$ cat src/hw/rtl/ecic_pkg.sv
`timescale 1ns / 1ps
// ----------------------------------------------------------------------------
// ecic_pkg: shared types and constants of the external interrupt controller
// Holds the op and register codes, field widths and the per-line control
// bundle that travels from the decoder to the line lanes and the merge stage.
// ----------------------------------------------------------------------------
package ecic_pkg;

	// Field widths fixed by the bus and pin interface.
	localparam int LINES_MAX = 16;
	localparam int PORTS_MAX = 8;
	localparam int SEL_W     = 4;
	localparam int PIN_W     = 64;
	localparam int DATA_W    = 16;
	localparam int IRQ_W     = 7;
	localparam int CFG_IDX_W = 2;
	localparam int CFG_W     = 64;

	// Default configuration of the line and port counts.
	localparam int NUM_LINES_DEF = 16;
	localparam int NUM_PORTS_DEF = 8;

	// Item operation codes.
	localparam logic [1:0] OP_SAMPLE = 2'd0;
	localparam logic [1:0] OP_WRITE  = 2'd1;
	localparam logic [1:0] OP_READ   = 2'd2;
	localparam logic [1:0] OP_NONE   = 2'd3;

	// Bus register addresses.
	localparam logic ADDR_MASK = 1'b0;
	localparam logic ADDR_PEND = 1'b1;

	// Configuration register indexes.
	localparam logic [CFG_IDX_W-1:0] CFG_PORT_SEL = 2'd0;
	localparam logic [CFG_IDX_W-1:0] CFG_RISE_EN  = 2'd1;
	localparam logic [CFG_IDX_W-1:0] CFG_FALL_EN  = 2'd2;
	localparam logic [CFG_IDX_W-1:0] CFG_UNUSED   = 2'd3;

	// Decoded action of one accepted item.
	typedef struct packed {
		logic sample;
		logic mask_wr;
		logic pend_clr;
		logic rd_mask;
		logic rd_pend;
	} ecic_ctrl_t;

endpackage

$ cat src/hw/rtl/ecic_lane.sv
`timescale 1ns / 1ps
// ----------------------------------------------------------------------------
// ecic_lane: one interrupt line
// Picks the line level from the selected port, detects edges against the
// stored level, and keeps the line's pending and mask bits.
// ----------------------------------------------------------------------------
module ecic_lane #(
	parameter int LINE      = 0,
	parameter int NUM_PORTS = ecic_pkg::NUM_PORTS_DEF
) (
	input  logic                         clk,
	input  logic                         arst_n,
	input  ecic_pkg::ecic_ctrl_t         ctrl,
	input  logic [ecic_pkg::SEL_W-1:0]   sel,
	input  logic [ecic_pkg::PIN_W-1:0]   pins_low,
	input  logic [ecic_pkg::PIN_W-1:0]   pins_high,
	input  logic                         rise_en,
	input  logic                         fall_en,
	input  logic                         wr_bit,
	output logic                         pend_nx,
	output logic                         mask_nx
);

	logic       prev_q;
	logic       pend_q;
	logic       mask_q;
	logic       level;
	logic [5:0] bit_idx;
	logic [ecic_pkg::PIN_W-1:0] word;
	logic       edge_hit;

	// Level of the selected port; a selector without a port reads low.
	always_comb begin
		word    = sel[2] ? pins_high : pins_low;
		bit_idx = {sel[1:0], 4'(LINE)};
		level   = (sel < ecic_pkg::SEL_W'(NUM_PORTS)) ? word[bit_idx] : 1'b0;
	end

	// Edge detection and next pending and mask values.
	always_comb begin
		edge_hit = (level & ~prev_q & rise_en) | (~level & prev_q & fall_en);
		if (ctrl.sample) begin
			pend_nx = pend_q | edge_hit;
		end else if (ctrl.pend_clr) begin
			pend_nx = pend_q & ~wr_bit;
		end else begin
			pend_nx = pend_q;
		end
		mask_nx = ctrl.mask_wr ? wr_bit : mask_q;
	end

	// Line state; the stored level resets high as the pins are pulled up.
	always_ff @(posedge clk or negedge arst_n) begin
		if (!arst_n) begin
			prev_q <= 1'b1;
			pend_q <= 1'b0;
			mask_q <= 1'b0;
		end else begin
			pend_q <= pend_nx;
			mask_q <= mask_nx;
			if (ctrl.sample) begin
				prev_q <= level;
			end
		end
	end

	// A pending bit is only set by a pin sample.
	a_pend_only_on_sample: assert property (@(posedge clk) disable iff (!arst_n)
		!ctrl.sample |=> !$rose(pend_q))
		else $error("pending bit set without a pin sample");

	// The mask only moves on a mask write.
	a_mask_only_on_write: assert property (@(posedge clk) disable iff (!arst_n)
		!ctrl.mask_wr |=> $stable(mask_q))
		else $error("mask bit changed without a mask write");

	// The stored level only moves on a pin sample.
	a_level_only_on_sample: assert property (@(posedge clk) disable iff (!arst_n)
		!ctrl.sample |=> $stable(prev_q))
		else $error("stored level changed without a pin sample");

endmodule

$ cat src/hw/rtl/ecic_merge.sv
`timescale 1ns / 1ps
// ----------------------------------------------------------------------------
// ecic_merge: result merge and output buffer
// Groups the masked pending bits of all lanes into interrupt requests,
// selects the read data, and holds results in a two-entry output buffer.
// ----------------------------------------------------------------------------
module ecic_merge (
	input  logic                               clk,
	input  logic                               arst_n,
	input  logic                               in_valid,
	output logic                               in_ready,
	input  ecic_pkg::ecic_ctrl_t               ctrl,
	input  logic [ecic_pkg::LINES_MAX-1:0]     pend_nx,
	input  logic [ecic_pkg::LINES_MAX-1:0]     mask_nx,
	output logic                               out_valid,
	input  logic                               out_ready,
	output logic [ecic_pkg::DATA_W-1:0]        read_data,
	output logic [ecic_pkg::IRQ_W-1:0]         irq_requests
);

	logic [ecic_pkg::LINES_MAX-1:0] active;
	logic [ecic_pkg::DATA_W-1:0]    rd_new;
	logic [ecic_pkg::IRQ_W-1:0]     irq_new;
	logic                           main_valid_q;
	logic                           skid_valid_q;
	logic [ecic_pkg::DATA_W-1:0]    main_rd_q;
	logic [ecic_pkg::IRQ_W-1:0]     main_irq_q;
	logic [ecic_pkg::DATA_W-1:0]    skid_rd_q;
	logic [ecic_pkg::IRQ_W-1:0]     skid_irq_q;
	logic                           push;
	logic                           pop;

	// Request grouping and read data selection from the updated state.
	always_comb begin
		active  = pend_nx & mask_nx;
		irq_new = {|active[15:10], |active[9:5], active[4:0]};
		rd_new  = '0;
		if (ctrl.rd_mask) begin
			rd_new = ecic_pkg::DATA_W'(mask_nx);
		end else if (ctrl.rd_pend) begin
			rd_new = ecic_pkg::DATA_W'(pend_nx);
		end
	end

	assign in_ready     = !skid_valid_q;
	assign push         = in_valid && in_ready;
	assign pop          = main_valid_q && out_ready;
	assign out_valid    = main_valid_q;
	assign read_data    = main_rd_q;
	assign irq_requests = main_irq_q;

	// Output buffer control: the skid entry catches a transfer while the
	// output is stalled.
	always_ff @(posedge clk or negedge arst_n) begin
		if (!arst_n) begin
			main_valid_q <= 1'b0;
			skid_valid_q <= 1'b0;
		end else if (skid_valid_q) begin
			if (pop) begin
				skid_valid_q <= 1'b0;
			end
		end else if (push && main_valid_q && !pop) begin
			skid_valid_q <= 1'b1;
		end else if (push) begin
			main_valid_q <= 1'b1;
		end else if (pop) begin
			main_valid_q <= 1'b0;
		end
	end

	// Output buffer payload.
	always_ff @(posedge clk) begin
		if (skid_valid_q) begin
			if (pop) begin
				main_rd_q  <= skid_rd_q;
				main_irq_q <= skid_irq_q;
			end
		end else if (push && main_valid_q && !pop) begin
			skid_rd_q  <= rd_new;
			skid_irq_q <= irq_new;
		end else if (push) begin
			main_rd_q  <= rd_new;
			main_irq_q <= irq_new;
		end
	end

	// The skid entry is never filled ahead of the output entry.
	a_skid_behind_main: assert property (@(posedge clk) disable iff (!arst_n)
		skid_valid_q |-> main_valid_q)
		else $error("skid entry holds a result while the output is empty");

	// Draining the skid entry keeps a result on the output.
	a_skid_drain: assert property (@(posedge clk) disable iff (!arst_n)
		(skid_valid_q && pop) |=> (main_valid_q && !skid_valid_q))
		else $error("skid entry lost while draining");

	// A transfer into a full output buffer cannot happen.
	a_no_overflow: assert property (@(posedge clk) disable iff (!arst_n)
		(main_valid_q && !pop && push) |=> skid_valid_q)
		else $error("result dropped on a stalled output");

endmodule

$ cat src/hw/rtl/external_interrupt_edge_controller.sv
`timescale 1ns / 1ps
// ----------------------------------------------------------------------------
// external_interrupt_edge_controller: edge-triggered external interrupts
// Per-line port selection, edge detection into pending bits, a mask and
// pending register on the bus side, and grouped interrupt requests.
//
//   Channel  Direction  Handshake              Payload
//   in       input      in_valid / in_ready    op, reg_addr, write_data,
//                                              pins_low, pins_high
//   out      output     out_valid / out_ready  read_data, irq_requests
//   cfg      input      cfg_valid / cfg_ready  cfg_index, cfg_data
//
// One item per clock while in_ready is high: every line lane updates its state on
// the transfer, and the result is registered into the output entry, or into the
// skid entry of the two-entry buffer while the output stalls, so the input takes
// one more item after a stall; in_ready drops only when both entries are full.
// Reset clears pending and mask bits, sets the stored levels high and clears
// the configuration registers. cfg_ready is always high.
// ----------------------------------------------------------------------------
module external_interrupt_edge_controller #(
	parameter int NUM_LINES = ecic_pkg::NUM_LINES_DEF,
	parameter int NUM_PORTS = ecic_pkg::NUM_PORTS_DEF
) (
	input  logic                              clk,
	input  logic                              arst_n,
	input  logic                              in_valid,
	output logic                              in_ready,
	input  logic [1:0]                        op,
	input  logic                              reg_addr,
	input  logic [ecic_pkg::DATA_W-1:0]       write_data,
	input  logic [ecic_pkg::PIN_W-1:0]        pins_low,
	input  logic [ecic_pkg::PIN_W-1:0]        pins_high,
	output logic                              out_valid,
	input  logic                              out_ready,
	output logic [ecic_pkg::DATA_W-1:0]       read_data,
	output logic [ecic_pkg::IRQ_W-1:0]        irq_requests,
	input  logic                              cfg_valid,
	output logic                              cfg_ready,
	input  logic [ecic_pkg::CFG_IDX_W-1:0]    cfg_index,
	input  logic [ecic_pkg::CFG_W-1:0]        cfg_data
);

	logic [ecic_pkg::CFG_W-1:0]     port_sel_q;
	logic [ecic_pkg::LINES_MAX-1:0] rise_en_q;
	logic [ecic_pkg::LINES_MAX-1:0] fall_en_q;
	logic [ecic_pkg::LINES_MAX-1:0] pend_nx;
	logic [ecic_pkg::LINES_MAX-1:0] mask_nx;
	logic                           accept;
	ecic_pkg::ecic_ctrl_t           ctrl;
	ecic_pkg::ecic_ctrl_t           lane_ctrl;

	assign cfg_ready = 1'b1;
	assign accept    = in_valid && in_ready;

	// Configuration registers.
	always_ff @(posedge clk or negedge arst_n) begin
		if (!arst_n) begin
			port_sel_q <= '0;
			rise_en_q  <= '0;
			fall_en_q  <= '0;
		end else if (cfg_valid) begin
			unique case (cfg_index)
				ecic_pkg::CFG_PORT_SEL: port_sel_q <= cfg_data;
				ecic_pkg::CFG_RISE_EN:  rise_en_q  <= cfg_data[ecic_pkg::LINES_MAX-1:0];
				ecic_pkg::CFG_FALL_EN:  fall_en_q  <= cfg_data[ecic_pkg::LINES_MAX-1:0];
				default: ;
			endcase
		end
	end

	// Op decode of the item on the input.
	always_comb begin
		ctrl = '0;
		unique case (op)
			ecic_pkg::OP_SAMPLE: ctrl.sample = 1'b1;
			ecic_pkg::OP_WRITE: begin
				ctrl.mask_wr  = (reg_addr == ecic_pkg::ADDR_MASK);
				ctrl.pend_clr = (reg_addr == ecic_pkg::ADDR_PEND);
			end
			ecic_pkg::OP_READ: begin
				ctrl.rd_mask = (reg_addr == ecic_pkg::ADDR_MASK);
				ctrl.rd_pend = (reg_addr == ecic_pkg::ADDR_PEND);
			end
			default: ;
		endcase
		lane_ctrl = accept ? ctrl : '0;
	end

	// One lane per interrupt line; missing lines read as zero.
	for (genvar n = 0; n < ecic_pkg::LINES_MAX; n++) begin : g_lane
		if (n < NUM_LINES) begin : g_on
			ecic_lane #(
				.LINE      (n),
				.NUM_PORTS (NUM_PORTS)
			) u_lane (
				.clk       (clk),
				.arst_n    (arst_n),
				.ctrl      (lane_ctrl),
				.sel       (port_sel_q[ecic_pkg::SEL_W*n +: ecic_pkg::SEL_W]),
				.pins_low  (pins_low),
				.pins_high (pins_high),
				.rise_en   (rise_en_q[n]),
				.fall_en   (fall_en_q[n]),
				.wr_bit    (write_data[n]),
				.pend_nx   (pend_nx[n]),
				.mask_nx   (mask_nx[n])
			);
		end else begin : g_off
			assign pend_nx[n] = 1'b0;
			assign mask_nx[n] = 1'b0;
		end
	end

	// Merge of the lanes into one result.
	ecic_merge u_merge (
		.clk          (clk),
		.arst_n       (arst_n),
		.in_valid     (in_valid),
		.in_ready     (in_ready),
		.ctrl         (ctrl),
		.pend_nx      (pend_nx),
		.mask_nx      (mask_nx),
		.out_valid    (out_valid),
		.out_ready    (out_ready),
		.read_data    (read_data),
		.irq_requests (irq_requests)
	);

endmodule
$ cat config.mk
export PLATFORM = sky130hd
export DESIGN_NAME = external_interrupt_edge_controller
export DESIGN_NICKNAME = d
export VERILOG_FILES = /design/src/hw/rtl/ecic_pkg.sv /design/src/hw/rtl/ecic_lane.sv /design/src/hw/rtl/ecic_merge.sv /design/src/hw/rtl/external_interrupt_edge_controller.sv
export SDC_FILE = /design/constraint.sdc
export NUM_CORES = 1
export LEC_CHECK = 0
export ABC_AREA = 1
export BUFFER_PORTS_ARGS = -buffer_cell sky130_fd_sc_hd__buf_2
export CAP_MARGIN = 20
export CORE_UTILIZATION = 40
export CTS_CLUSTER_SIZE = 30
export DETAILED_ROUTE_END_ITERATION = 8
export GPL_TIMING_DRIVEN = 0
export PLACE_DENSITY = 0.71
export SYNTH_ARGS = -nofsm -noshare
export SYNTH_HDL_FRONTEND = slang
export SYNTH_SLANG_ARGS = --single-unit
$ cat constraint.sdc
create_clock -name clk -period 2.92 [get_ports clk]
set_clock_uncertainty 0.15 [all_clocks]
set_input_delay 0.438 -clock clk [delete_from_list [all_inputs] [get_ports clk]]
set_output_delay 0.438 -clock clk [all_outputs]
set_load 0.02 [all_outputs]
==> flow_summary.ini <==
[critical_path]
crit_path_max_incr_delay_ns = 0.42
regToRegStartpoint = u_merge.skid_valid_q
path_cells = buf_6 -> inv_1 -> buf_1 -> buf_2
worst-path-buf-inv = 4
crit_family = buffers and inverters
cp-startpoint = u_merge.skid_valid_q
startpoint_type = flop
crit_type = reg2out
crit_arrival_ns = 1.84
critical_path.endpoint_type = output port
critPathMaxFanout = 10
critPathSlowestCell = buf_1
critPathRequiredTime_ns = 2.33

[timing]
fin_tns_setup_ns = 0
setup_ws_ns = 0.494
slew_viol_final = 0
hold_violations = 0
fin_crit_sh_pct = 83.1
worst_pin_slew_ns = 0.672
finalSetupViolCount = 0
min_period_ns = 2.43
slew-limit-headroom_pct = 55.2
rsz0062_at_grt = no
fmax_ghz = 0.412

[synthesis]
avgSynthCellArea_um2 = 8.02
synth_largest_area_cell = dfrtp_1
synth_warnings = 0
synth_common_cells = nand2_1 (346), inv_1 (175), dfrtp_1 (130), nor2_1 (115), o21ai_0 (93)
yosysSeqAreaShare_pct = 53.4
synth-async-reset-ratio_pct = 76.0
ys_ff_latch = 192
netlist_instances = 1181
synth_cell_types = 36
syn_area_mm2 = 0.00947
synth_top_area_share_pct = 34.4
synth.most_common_cell = nand2_1
synthTopCellsByArea = dfrtp_1 (34%), edfxtp_1 (15%), nand2_1 (14%)
synth_edf_count = 46
synth_ff_type = dfrtp_1
synthesis.nets = 1399

[clock_network]
clock_latency_ns = 0.43
h-tree-depth = 4
cts_tree = done
numCtsBuffers = 17
cts.clk_slew.worst_paths_ns = 0.07
root_buffer = clkbuf_16
clockBufferDepth = 2
cts_num_sinks = 192

[final_layout]
drive_gt1_share_pct = 24.0
finalNetCount = 1664
nFillCells = 2213
finalNonFillerCells = 1772
diodes = 0
syn_to_final_growth_pct = 24.1

[global_route]
grt_pass1_vias = 8264
overflow = 0
grtUsageTotal_pct = 21.5
antenna_found_initial = 1
grt_pass1_wl_mm = 40.6
grt_max_degree = 95

[power_and_ir_drop]
ir_drop_v = 0.000438
power_density_mw_per_mm2 = 727
cellLeakagePower_nw = 6.22

[placement]
place_hpwl_mm = 19.1
port_buffers = 242
place_ws_ns = 0.331
placed_cells = 1738
gp_congestion = 0.869

[floorplanning]
fp-row-count = 55
initial_core_util_pct = 41.3
io_pins = 244
die_h_um = 156
die_area_mm2 = 0.0243
coreArea_mm2 = 0.0229
die_width_um = 156

[min_path]
hold_path.class = in2reg
hp-start = cfg_data[41]

[routing]
post_drt_wl_per_cell_um = 14.0
first_pass_iters = 4
routed_wl_mm = 24.9
drcViolationCount = 0
drt_iter0_drc = 464
vias = 8377
vias_per_cell = 4.73
antenna_left = 0

[run]
maxCapViolations = 0

[status]
status = finished, final reports clean
[metrics by stage]
stage                     hold WS (ns)  total power (W)  utilization [%]  area (µm²)
final                           0.0871          0.00854             51.3       11800
after global placement           0.316          0.00609             48.3       11100
after global routing            0.0775          0.00910             51.3       11800
after CTS                       0.0759          0.00859             51.2       11700
after detailed placement         0.297          0.00618             48.6       11100
after floorplan               -0.00759          0.00541                -        9470
[where the power goes]
group          switching [W]  internal [W]  leakage, nW
clock                0.00111       0.00129        0.282
combinational        0.00148      0.000821         3.78
sequential          0.000308       0.00354         2.15
[layer usage]
metal	share of wire [%]	up-vias	global-route usage (%)	routed length, µm
met5	0.048	-	0	12
met4	2.3	2	6.77	579
met3	4.5	31	4.14	1120
met2	47	204	35.7	11800
met1	46	3872	28.2	11400
li1	-	4268	-	-
[flip-flops by register name, indices dropped and copies added, names as in the netlist]
name	flops
u_merge.skid_rd_q	16
u_merge.read_data	16
g_lane.g_on.u_lane.prev_q	16
g_lane.g_on.u_lane.mask_q	16
u_merge.skid_valid_q	1
g_lane.g_on.u_lane.pend_q	16
u_merge.irq_requests	7
u_merge.out_valid	1
port_sel_q	64
rise_en_q	16
fall_en_q	16
u_merge.skid_irq_q	7
[worst register-to-register path, delay by kind of cell (launching register included)]
kind                   cells  cell delay [ns]
AOI/OAI and AO/OA          2             0.27
buffers and inverters      4             0.57
DFF                        1             0.38
and+or+nand+nor            2             0.62
[logic make-up (layout without fill, tap and decap cells)]
family          count (synthesis)  after routing  share of synthesized area (%)
buf+inv                       222            500                           9.30
simple gates                  576            576                           25.5
other cells                     1              1                         0.0396
compound gates                176            176                           10.1
flops                         192            192                           53.4
mux                            14             14                           1.61
[worst paths after layout]
check	end	slack, ns	cells past startpoint
min in group asynchronous	port_sel_q[30]	0.39	2
hold / removal	port_sel_q[41]	0.09	2
max in group asynchronous	g_lane[5].g_on.u_lane.prev_q	1.36	3
setup reg to reg	u_merge.read_data[12]	0.68	8
setup / recovery	in_ready	0.49	4
hold reg to reg	rise_en_q[2]	0.34	2
[layout make-up]
class	count	area (µm²)	area share (%)
Sequential cell	192	5050	43.0
Tap cell	313	392	3.33
Multi-Input combinational cell	767	3540	30.1
Inverter	189	711	6.05
Clock inverter	15	176	1.50
Buffer	33	170	1.45
Timing Repair Buffer	246	1280	10.9
Clock buffer	17	425	3.62
[what timing repair did]
action / 4_1_cts / 5_1_grt
endpoints found under the hold margin: 52 / 0
setup buffers: 0 / 0
hold buffers: 1 / 0
gates resized for setup: 0 / 0
setup endpoints to repair: 0 / 0
[layout by cell type (no fill, tap or decap), types with 4 or more instances in the layout]
cell type	instances
a21oi_1	43
buf_2	245
buf_6	7
clkbuf_1	21
clkbuf_16	17
clkinvlp_4	4
dfrtp_1	130
dfstp_2	16
edfxtp_1	46
inv_1	175
inv_2	13
mux2_2	10
mux2i_1	4
nand2_1	346
nand3_1	72
nand3b_1	13
nand4_1	17
nor2_1	114
o211ai_1	7
o21ai_0	93
o21ai_1	12
o21ai_2	9
o22ai_1	8
(Power assumes the default switching activity.)
